File: src/hdl/dpsp_pkg.sv
// ----------------------------------------------------------------------------
// dpsp_pkg
// Shared types, widths and constants of the dual pedal sensor plausibility
// block: transaction payloads, configuration set, queue entry and codes.
// ----------------------------------------------------------------------------
package dpsp_pkg;

  localparam int ADC_W      = 12;
  localparam int GAIN_W     = 16;
  localparam int GAIN_FRAC  = 8;
  localparam int PCT_FRAC   = 8;
  localparam int PCT_W      = PCT_FRAC + 7;
  localparam int TIME_W     = 32;
  localparam int TMO_W      = 16;
  localparam int PROD_W     = ADC_W + GAIN_W;
  localparam int SCALED_W   = PROD_W - GAIN_FRAC;
  localparam int CFG_IDX_W  = 3;
  localparam int CFG_DATA_W = 16;

  localparam logic [PCT_W-1:0] PCT_FULL = PCT_W'(100 << PCT_FRAC);

  localparam int QUEUE_DEPTH = 4;

  // Register values after reset
  localparam logic [ADC_W-1:0]  RST_RELEASED_A = ADC_W'(702);
  localparam logic [GAIN_W-1:0] RST_GAIN_A     = GAIN_W'(29127);
  localparam logic [ADC_W-1:0]  RST_RELEASED_B = ADC_W'(701);
  localparam logic [GAIN_W-1:0] RST_GAIN_B     = GAIN_W'(29388);
  localparam logic [PCT_W-1:0]  RST_DEV_LIMIT  = PCT_W'(2560);
  localparam logic [TMO_W-1:0]  RST_TIMEOUT    = TMO_W'(100);

  typedef enum logic [CFG_IDX_W-1:0] {
    CFG_RELEASED_A = 3'd0,
    CFG_GAIN_A     = 3'd1,
    CFG_RELEASED_B = 3'd2,
    CFG_GAIN_B     = 3'd3,
    CFG_DEV_LIMIT  = 3'd4,
    CFG_TIMEOUT    = 3'd5
  } cfg_idx_e;

  typedef enum logic [1:0] {
    ST_OK    = 2'd0,
    ST_HOLD  = 2'd1,
    ST_FAULT = 2'd2
  } status_e;

  typedef enum logic {
    TMR_IDLE = 1'b0,
    TMR_RUN  = 1'b1
  } timer_e;

  typedef struct packed {
    logic [ADC_W-1:0]  raw_a;
    logic [ADC_W-1:0]  raw_b;
    logic [TIME_W-1:0] now_ms;
  } in_item_t;

  typedef struct packed {
    logic [PCT_W-1:0] pedal_percent;
    status_e          status;
  } out_item_t;

  typedef struct packed {
    logic [ADC_W-1:0]  released_raw_a;
    logic [GAIN_W-1:0] gain_a;
    logic [ADC_W-1:0]  released_raw_b;
    logic [GAIN_W-1:0] gain_b;
    logic [PCT_W-1:0]  deviation_limit;
    logic [TMO_W-1:0]  timeout_ms;
  } cfg_t;

  // Classified sample pair, as queued between front and back
  typedef struct packed {
    logic              implausible;
    logic [PCT_W-1:0]  avg;
    logic [TIME_W-1:0] now_ms;
  } cls_item_t;

  typedef struct packed {
    logic s1_valid;
    logic s2_valid;
  } front_status_t;

endpackage

File: src/hdl/dpsp_front.sv
// ----------------------------------------------------------------------------
// dpsp_front
// Front pipeline: scale both samples to percent, clamp, then classify the
// pair as plausible or not and push it into the queue.
// ----------------------------------------------------------------------------
module dpsp_front import dpsp_pkg::*; (
  input  logic          clk_i,
  input  logic          rst_ni,
  input  logic          take_i,
  input  in_item_t      in_data_i,
  input  cfg_t          cfg_i,
  output front_status_t status_o,
  output logic          push_o,
  output cls_item_t     push_data_o
);

  logic                s1_valid_q;
  logic [PROD_W-1:0]   prod_a_q, prod_b_q;
  logic [TIME_W-1:0]   now1_q;
  logic                s2_valid_q;
  logic [PCT_W-1:0]    pct_a_q, pct_b_q;
  logic [TIME_W-1:0]   now2_q;

  logic [ADC_W-1:0]    span_a, span_b;
  logic [PCT_W-1:0]    pct_a_d, pct_b_d;
  logic [PCT_W-1:0]    dev;
  logic [PCT_W:0]      sum;

  function automatic logic [PCT_W-1:0] clamp_pct(input logic [PROD_W-1:0] prod);
    logic [SCALED_W-1:0] scaled;
    scaled = prod[PROD_W-1:GAIN_FRAC];
    if (scaled > SCALED_W'(PCT_FULL)) begin
      return PCT_FULL;
    end
    return scaled[PCT_W-1:0];
  endfunction

  // Negative span clamps to zero percent
  assign span_a = (in_data_i.raw_a < cfg_i.released_raw_a) ?
                  cfg_i.released_raw_a - in_data_i.raw_a : '0;
  assign span_b = (in_data_i.raw_b < cfg_i.released_raw_b) ?
                  cfg_i.released_raw_b - in_data_i.raw_b : '0;

  assign pct_a_d = clamp_pct(prod_a_q);
  assign pct_b_d = clamp_pct(prod_b_q);

  always_ff @(posedge clk_i or negedge rst_ni) begin
    if (!rst_ni) begin
      s1_valid_q <= 1'b0;
      s2_valid_q <= 1'b0;
    end else begin
      s1_valid_q <= take_i;
      s2_valid_q <= s1_valid_q;
    end
  end

  always_ff @(posedge clk_i) begin
    if (take_i) begin
      prod_a_q <= PROD_W'(span_a) * PROD_W'(cfg_i.gain_a);
      prod_b_q <= PROD_W'(span_b) * PROD_W'(cfg_i.gain_b);
      now1_q   <= in_data_i.now_ms;
    end
    if (s1_valid_q) begin
      pct_a_q <= pct_a_d;
      pct_b_q <= pct_b_d;
      now2_q  <= now1_q;
    end
  end

  // Classify: strictly greater than the limit is implausible
  assign dev = (pct_a_q > pct_b_q) ? pct_a_q - pct_b_q : pct_b_q - pct_a_q;
  assign sum = {1'b0, pct_a_q} + {1'b0, pct_b_q};

  assign push_o                  = s2_valid_q;
  assign push_data_o.implausible = dev > cfg_i.deviation_limit;
  assign push_data_o.avg         = sum[PCT_W:1];
  assign push_data_o.now_ms      = now2_q;

  assign status_o.s1_valid = s1_valid_q;
  assign status_o.s2_valid = s2_valid_q;

endmodule

File: src/hdl/dpsp_queue.sv
// ----------------------------------------------------------------------------
// dpsp_queue
// Short first-in first-out queue of classified items between front and back.
// ----------------------------------------------------------------------------
module dpsp_queue import dpsp_pkg::*; #(
  parameter int FIFO_DEPTH = QUEUE_DEPTH,
  parameter int CNT_W      = $clog2(FIFO_DEPTH + 1)
) (
  input  logic             clk_i,
  input  logic             rst_ni,
  input  logic             push_i,
  input  cls_item_t        push_data_i,
  input  logic             pop_i,
  output logic             valid_o,
  output cls_item_t        data_o,
  output logic [CNT_W-1:0] count_o
);

  localparam int PTR_W = (FIFO_DEPTH > 1) ? $clog2(FIFO_DEPTH) : 1;

  cls_item_t        mem_q [FIFO_DEPTH];
  logic [PTR_W-1:0] wr_ptr_q, wr_ptr_d;
  logic [PTR_W-1:0] rd_ptr_q, rd_ptr_d;
  logic [CNT_W-1:0] count_q, count_d;
  logic             do_pop;

  assign do_pop = pop_i && (count_q != '0);

  always_comb begin
    wr_ptr_d = wr_ptr_q;
    rd_ptr_d = rd_ptr_q;
    count_d  = count_q;
    if (push_i) begin
      wr_ptr_d = (wr_ptr_q == PTR_W'(FIFO_DEPTH - 1)) ? '0 : wr_ptr_q + 1'b1;
    end
    if (do_pop) begin
      rd_ptr_d = (rd_ptr_q == PTR_W'(FIFO_DEPTH - 1)) ? '0 : rd_ptr_q + 1'b1;
    end
    if (push_i && !do_pop) begin
      count_d = count_q + 1'b1;
    end else if (!push_i && do_pop) begin
      count_d = count_q - 1'b1;
    end
  end

  always_ff @(posedge clk_i or negedge rst_ni) begin
    if (!rst_ni) begin
      wr_ptr_q <= '0;
      rd_ptr_q <= '0;
      count_q  <= '0;
    end else begin
      wr_ptr_q <= wr_ptr_d;
      rd_ptr_q <= rd_ptr_d;
      count_q  <= count_d;
    end
  end

  always_ff @(posedge clk_i) begin
    if (push_i) begin
      mem_q[wr_ptr_q] <= push_data_i;
    end
  end

  assign valid_o = count_q != '0;
  assign data_o  = mem_q[rd_ptr_q];
  assign count_o = count_q;

endmodule

File: src/hdl/dpsp_back.sv
// ----------------------------------------------------------------------------
// dpsp_back
// Back end: implausibility timer, last good position and the output register.
// ----------------------------------------------------------------------------
module dpsp_back import dpsp_pkg::*; (
  input  logic             clk_i,
  input  logic             rst_ni,
  input  logic             q_valid_i,
  input  cls_item_t        q_data_i,
  input  logic [TMO_W-1:0] timeout_ms_i,
  input  logic             out_stall_i,
  output logic             pop_o,
  output logic             out_valid_o,
  output out_item_t        out_data_o
);

  timer_e            timer_q, timer_d;
  logic [TIME_W-1:0] start_time_q, start_time_d;
  logic [PCT_W-1:0]  last_good_q, last_good_d;
  logic              out_valid_q, out_valid_d;
  out_item_t         out_q, out_d;
  logic [TIME_W-1:0] elapsed;

  // Take a queued item whenever the output register is free or being drained
  assign pop_o   = q_valid_i && (!out_valid_q || !out_stall_i);
  assign elapsed = q_data_i.now_ms - start_time_q;

  always_comb begin
    timer_d = timer_q;
    if (pop_o) begin
      timer_d = q_data_i.implausible ? TMR_RUN : TMR_IDLE;
    end
  end

  always_comb begin
    start_time_d = start_time_q;
    last_good_d  = last_good_q;
    out_d        = out_q;
    out_valid_d  = out_stall_i ? out_valid_q : 1'b0;
    if (pop_o) begin
      out_valid_d = 1'b1;
      if (!q_data_i.implausible) begin
        last_good_d         = q_data_i.avg;
        out_d.pedal_percent = q_data_i.avg;
        out_d.status        = ST_OK;
      end else begin
        out_d.pedal_percent = last_good_q;
        out_d.status        = ST_HOLD;
        case (timer_q)
          TMR_IDLE: begin
            start_time_d = q_data_i.now_ms;
          end
          TMR_RUN: begin
            if (elapsed > TIME_W'(timeout_ms_i)) begin
              out_d.pedal_percent = '0;
              out_d.status        = ST_FAULT;
            end
          end
          default: begin
            start_time_d = q_data_i.now_ms;
          end
        endcase
      end
    end
  end

  always_ff @(posedge clk_i or negedge rst_ni) begin
    if (!rst_ni) begin
      timer_q      <= TMR_IDLE;
      start_time_q <= '0;
      last_good_q  <= '0;
      out_valid_q  <= 1'b0;
    end else begin
      timer_q      <= timer_d;
      start_time_q <= start_time_d;
      last_good_q  <= last_good_d;
      out_valid_q  <= out_valid_d;
    end
  end

  always_ff @(posedge clk_i) begin
    out_q <= out_d;
  end

  assign out_valid_o = out_valid_q;
  assign out_data_o  = out_q;

endmodule

File: src/hdl/dual_pedal_sensor_plausibility.sv
// ----------------------------------------------------------------------------
// dual_pedal_sensor_plausibility
// Cross-checks two redundant pedal sensors and reports position and status.
// ----------------------------------------------------------------------------
// Usage:
//   Input channel (in_valid_i / in_stall_o / in_data_i) carries one sample
//   pair plus a millisecond timestamp per transaction. Output channel
//   (out_valid_o / out_stall_i / out_data_o) returns one position and status
//   per input transaction, in order.
//   Configuration: pulse cfg_we_i with cfg_idx_i and cfg_wdata_i while the
//   block is idle; indexes beyond the register list are ignored.
//   Path: multiply register, clamp register, classify into the queue, then
//   timer update into the output register.
//   Throughput: one transaction per cycle while in_stall_o is low, set by
//   the single 12x16 multiplier stage per sensor and the back-end timer update.
//   When the receiver stalls, the output register holds, the queue fills and
//   in_stall_o rises once queue plus in-flight front items reach FIFO_DEPTH.
//   Reset clears the timer, the last good position, all valid flags and loads
//   the default calibration.
// ----------------------------------------------------------------------------
module dual_pedal_sensor_plausibility import dpsp_pkg::*; #(
  parameter int FIFO_DEPTH = QUEUE_DEPTH
) (
  input  logic                  clk_i,
  input  logic                  rst_ni,
  input  logic                  in_valid_i,
  output logic                  in_stall_o,
  input  in_item_t              in_data_i,
  output logic                  out_valid_o,
  input  logic                  out_stall_i,
  output out_item_t             out_data_o,
  input  logic                  cfg_we_i,
  input  logic [CFG_IDX_W-1:0]  cfg_idx_i,
  input  logic [CFG_DATA_W-1:0] cfg_wdata_i
);

  localparam int CNT_W = $clog2(FIFO_DEPTH + 1);
  localparam int OCC_W = CNT_W + 1;

  cfg_t             cfg_q, cfg_d;
  front_status_t    front_status;
  logic             take;
  logic             push;
  cls_item_t        push_data;
  logic             q_valid;
  cls_item_t        q_data;
  logic             pop;
  logic [CNT_W-1:0] q_count;
  logic [OCC_W-1:0] occupancy;

  // Configuration registers; unknown indexes drop the write
  always_comb begin
    cfg_d = cfg_q;
    if (cfg_we_i) begin
      case (cfg_idx_e'(cfg_idx_i))
        CFG_RELEASED_A: cfg_d.released_raw_a  = cfg_wdata_i[ADC_W-1:0];
        CFG_GAIN_A:     cfg_d.gain_a          = cfg_wdata_i[GAIN_W-1:0];
        CFG_RELEASED_B: cfg_d.released_raw_b  = cfg_wdata_i[ADC_W-1:0];
        CFG_GAIN_B:     cfg_d.gain_b          = cfg_wdata_i[GAIN_W-1:0];
        CFG_DEV_LIMIT:  cfg_d.deviation_limit = cfg_wdata_i[PCT_W-1:0];
        CFG_TIMEOUT:    cfg_d.timeout_ms      = cfg_wdata_i[TMO_W-1:0];
        default:        cfg_d = cfg_q;
      endcase
    end
  end

  always_ff @(posedge clk_i or negedge rst_ni) begin
    if (!rst_ni) begin
      cfg_q.released_raw_a  <= RST_RELEASED_A;
      cfg_q.gain_a          <= RST_GAIN_A;
      cfg_q.released_raw_b  <= RST_RELEASED_B;
      cfg_q.gain_b          <= RST_GAIN_B;
      cfg_q.deviation_limit <= RST_DEV_LIMIT;
      cfg_q.timeout_ms      <= RST_TIMEOUT;
    end else begin
      cfg_q <= cfg_d;
    end
  end

  // Credit check: the front pipeline never stalls, so admit a transaction
  // only while the queue has room for everything already in flight.
  assign occupancy = OCC_W'(q_count) + OCC_W'(front_status.s1_valid)
                   + OCC_W'(front_status.s2_valid);
  assign in_stall_o = occupancy >= OCC_W'(FIFO_DEPTH);
  assign take       = in_valid_i && !in_stall_o;

  dpsp_front u_front (
    .clk_i       (clk_i),
    .rst_ni      (rst_ni),
    .take_i      (take),
    .in_data_i   (in_data_i),
    .cfg_i       (cfg_q),
    .status_o    (front_status),
    .push_o      (push),
    .push_data_o (push_data)
  );

  dpsp_queue #(
    .FIFO_DEPTH (FIFO_DEPTH),
    .CNT_W      (CNT_W)
  ) u_queue (
    .clk_i       (clk_i),
    .rst_ni      (rst_ni),
    .push_i      (push),
    .push_data_i (push_data),
    .pop_i       (pop),
    .valid_o     (q_valid),
    .data_o      (q_data),
    .count_o     (q_count)
  );

  dpsp_back u_back (
    .clk_i        (clk_i),
    .rst_ni       (rst_ni),
    .q_valid_i    (q_valid),
    .q_data_i     (q_data),
    .timeout_ms_i (cfg_q.timeout_ms),
    .out_stall_i  (out_stall_i),
    .pop_o        (pop),
    .out_valid_o  (out_valid_o),
    .out_data_o   (out_data_o)
  );

`ifndef NO_ASSERTIONS
  // Credits keep queue plus front pipeline within the queue depth
  a_occupancy: assert property (@(posedge clk_i) disable iff (!rst_ni)
    occupancy <= OCC_W'(FIFO_DEPTH))
    else $error("queue occupancy exceeds depth");

  // A push never lands on a full queue
  a_no_overflow: assert property (@(posedge clk_i) disable iff (!rst_ni)
    push |-> (q_count < CNT_W'(FIFO_DEPTH)) || pop)
    else $error("push into full queue");

  // A fault always reports zero position
  a_fault_zero: assert property (@(posedge clk_i) disable iff (!rst_ni)
    (out_valid_o && out_data_o.status == ST_FAULT) |-> out_data_o.pedal_percent == '0)
    else $error("fault with nonzero position");

  // Reported position never exceeds full scale
  a_full_scale: assert property (@(posedge clk_i) disable iff (!rst_ni)
    out_valid_o |-> out_data_o.pedal_percent <= PCT_FULL)
    else $error("position beyond full scale");
`endif

endmodule

File: config.mk
export PLATFORM = sky130hd
export DESIGN_NAME = dual_pedal_sensor_plausibility
export DESIGN_NICKNAME = d
export VERILOG_FILES = /design/src/hdl/dpsp_pkg.sv /design/src/hdl/dpsp_front.sv /design/src/hdl/dpsp_queue.sv /design/src/hdl/dpsp_back.sv /design/src/hdl/dual_pedal_sensor_plausibility.sv
export SDC_FILE = /design/constraint.sdc
export NUM_CORES = 2
export LEC_CHECK = 0
export BUFFER_PORTS_ARGS = -buffer_cell sky130_fd_sc_hd__buf_2
export CAP_MARGIN = 20
export CORE_AREA = 10 10 356 358
export CTS_CLUSTER_SIZE = 24
export DETAILED_ROUTE_END_ITERATION = 16
export DIE_AREA = 0 0 366 368
export PLACE_DENSITY = 0.45
export SYNTH_ARGS = -nofsm -noshare
export SYNTH_HDL_FRONTEND = slang
export SYNTH_SLANG_ARGS = --single-unit
File: constraint.sdc
create_clock -name clk_i -period 8 [get_ports clk_i]
set_input_delay 0.8 -clock clk_i [delete_from_list [all_inputs] [get_ports clk_i]]
set_output_delay 0.8 -clock clk_i [all_outputs]
set_load 0.01 [all_outputs]
==> impl_metrics.ini <==
[floorplan]
die-area_sq_um = 134700
core_area_sq_um = 119300
row_count = 127
initial_core_util = 0.2980
die_w_um = 366
die_h_um = 368
ios = 99

[power]
power.density_nw_per_um2 = 450.6
power_mw = 18.46
p_leak_nw = 17.87
peakVddDrop_uv = 227.5

[timing]
tightestPinTransition_ns = 1.076
hold_viol_final = 0
max_freq_mhz = 132.9
period_share = 0.9403
grt_setup_unrepaired = false
setup_viol = 0
skew_ns = 0.02283
period_minus_slack_ns = 7.522
slew_headroom = 0.2814
finalMaxSlewViolations = 0

[logic_synthesis]
avgSynthCellArea_sq_um = 11.28
ys_seq_elements = 488
ys_seq_area_frac = 0.3929
synth_warnings = 0
yosysUniqueCellTypes = 82
synth_area_sq_um = 35560
synthesis.instances = 3152
synth_edf_count = 343
ys.flop_type = edfxtp_1
async_flop_share = 0.2971
syn_nets = 3778

[clock_network]
worstSkewPairLatency_ns = 0.64
root_buffer = clkbuf_16
ctsHtreeMaxLevel = 2
cts.sinks = 488
ctsHoldBuffers = 0
cts_buffers = 56
cts_tree = built
clk_path_buf_depth = 3
cts.clk_slew.worst_paths_ns = 0.06

[detailed_routing]
firstDrtPassIters = 7
wl_mm = 89.79
drc_errors = 0
via_count = 23071
via_per_inst = 4.623
drt.antenna.violating_nets = 0
routedWlPerCell_um = 17.99
drt_iter0_drc = 1356

[global_route]
grt_pass1_vias = 24644
grt_antenna_before_repair = 7
grt_overflow_total = 0
grt_pass1_wl_mm = 143.9
grt_usage = 0.1338
grt_max_degree = 59

[critical_path]
crit_buf_inv = 5
required_ns = 8.39
crit_type = flip-flop to flip-flop
start_kind = flip-flop
crit_fanout = 4
cp_slowest_cell = fa_1
cp.arrival_ns = 7.91
path_delay_family = adder cells
crit_path_end_kind = flip-flop
slowest_delay_ns = 0.55
cpMostUsedCell = fa_1

[run]
maxCapViolCount = 0

[cells_and_area]
fillers = 11990
areaGrowthSynthToFinish_pct = 15.20
fin_cells = 4990
final_cell_mix = inv_1 (504), edfxtp_1 (343), nand2_1 (307)
layout-drive-gt1-share = 0.1803
layout_commonest_cell = inv_1
nets = 3956
diodes = 0

[place]
dp.cells = 4883
gp_congestion = 0.8191
portBuffers = 98
hpwlAfterDp_mm = 68.10

[outcome]
status = completed

[min_path]
min_path_type = input pin to asynchronous set/reset pin
## cells in the mapped netlist, types with 48 or more instances
master	instances	area, sq um
a21oi_1	106	530.5
and2_1	89	556.8
and3_1	69	431.7
clkbuf_1	110	412.9
dfrtp_1	109	2728
edfxtp_1	343	10300
fa_1	285	5705
ha_1	261	3266
inv_1	504	1892
mux2_2	120	1351
mux4_2	48	1081
nand2_1	307	1152
nor2_1	93	349.1
o21ai_0	75	375.4
xnor2_1	60	525.5
## metrics by stage
stage          TNS [ns]  utilization  setup slack (ns)  hold slack, ns  area [sq um]
5_1_grt               0       0.3433           0.01258          0.1817         40970
6_report              0       0.3433            0.4776          0.1454         40970
3_5_place_dp     -1.751       0.3258           -0.3881          0.4056         38880
3_3_place_gp    -0.7968       0.3258           -0.2663          0.4006         38880
4_1_cts               0       0.3426           0.06490          0.1456         40880
2_1_floorplan         0            -           0.01349          0.4003         35580
## sequential cells by signal, indices dropped and copies added, names as in the netlist, 2 cells and up
name                 cells
u_queue.rd_ptr_q         2
u_queue.mem_q          192
u_front.now2_q          32
u_front.prod_b_q        20
cfg_q                   87
u_back.last_good_q      15
u_front.pct_a_q         15
u_queue.count_o          3
u_back.start_time_q     32
u_front.pct_b_q         15
u_back.out_data_o       17
u_front.prod_a_q        20
u_queue.wr_ptr_q         2
u_front.now1_q          32
## timing repair
item	4_1_cts	5_1_grt
buffers inserted	0	1
endpoints found under the hold margin	0	0
resized for setup	0	15
setup endpoints to repair	0	16
## path summary, 6_finish.rpt
| path | from | end | slack [ns] | cells past startpoint |
|---|---|---|---|---|
| worst min register to register | u_front.now1_q[12] | u_front.now2_q[12] | 0.42 | 0 |
| worst max register to register | cfg_q[47] | u_front.prod_b_q[27] | 0.48 | 31 |
| max in group asynchronous | rst_ni | cfg_q[32] | 5.98 | 3 |
| min in group clk_i | in_data_i[0] | u_front.now1_q[0] | 0.33 | 1 |
| worst max-delay path | cfg_q[47] | u_front.prod_b_q[27] | 0.48 | 31 |
| worst min-delay path | rst_ni | u_queue.count_o[1] | 0.15 | 1 |
## power by group
part           leakage [nW]  internal (mW)  switching (mW)
Sequential             4.83           3.86           0.535
Clock                 0.973           1.64            1.11
Combinational          12.1           5.01            6.31
Total                  17.9           10.5            7.96
## routing by layer
metal	track usage	up-vias	wire, um	part of all wire
met5	0	-	0	0
met4	0.02537	0	1435	0.016
met3	0.01964	69	3431	0.038
met2	0.2266	332	42490	0.47
met1	0.1815	11595	42430	0.47
li1	-	11075	-	-
## cell families after synthesis
| group | after synthesis | synth area share |
|---|---|---|
| AO/OA/AOI/OAI | 413 | 0.07870 |
| XOR/XNOR | 93 | 0.02290 |
| adder cells (fa/ha/maj) | 546 | 0.2523 |
| buffers and inverters | 641 | 0.06832 |
| flip-flops | 488 | 0.3929 |
| multiplexers | 191 | 0.07487 |
| AND/OR/NAND/NOR | 780 | 0.1100 |
## cell type report
type	count	area, sq um	share of cell area
Sequential cell	488	13980	0.3413
Clock inverter	28	409.1	0.009987
Clock buffer	78	1597	0.03897
Timing Repair Buffer	257	1732	0.04227
Inverter	504	1892	0.04618
Multi-Input combinational cell	2023	19340	0.4721
Tap cell	1612	2017	0.04923
Power figures use the tool's default switching activity.
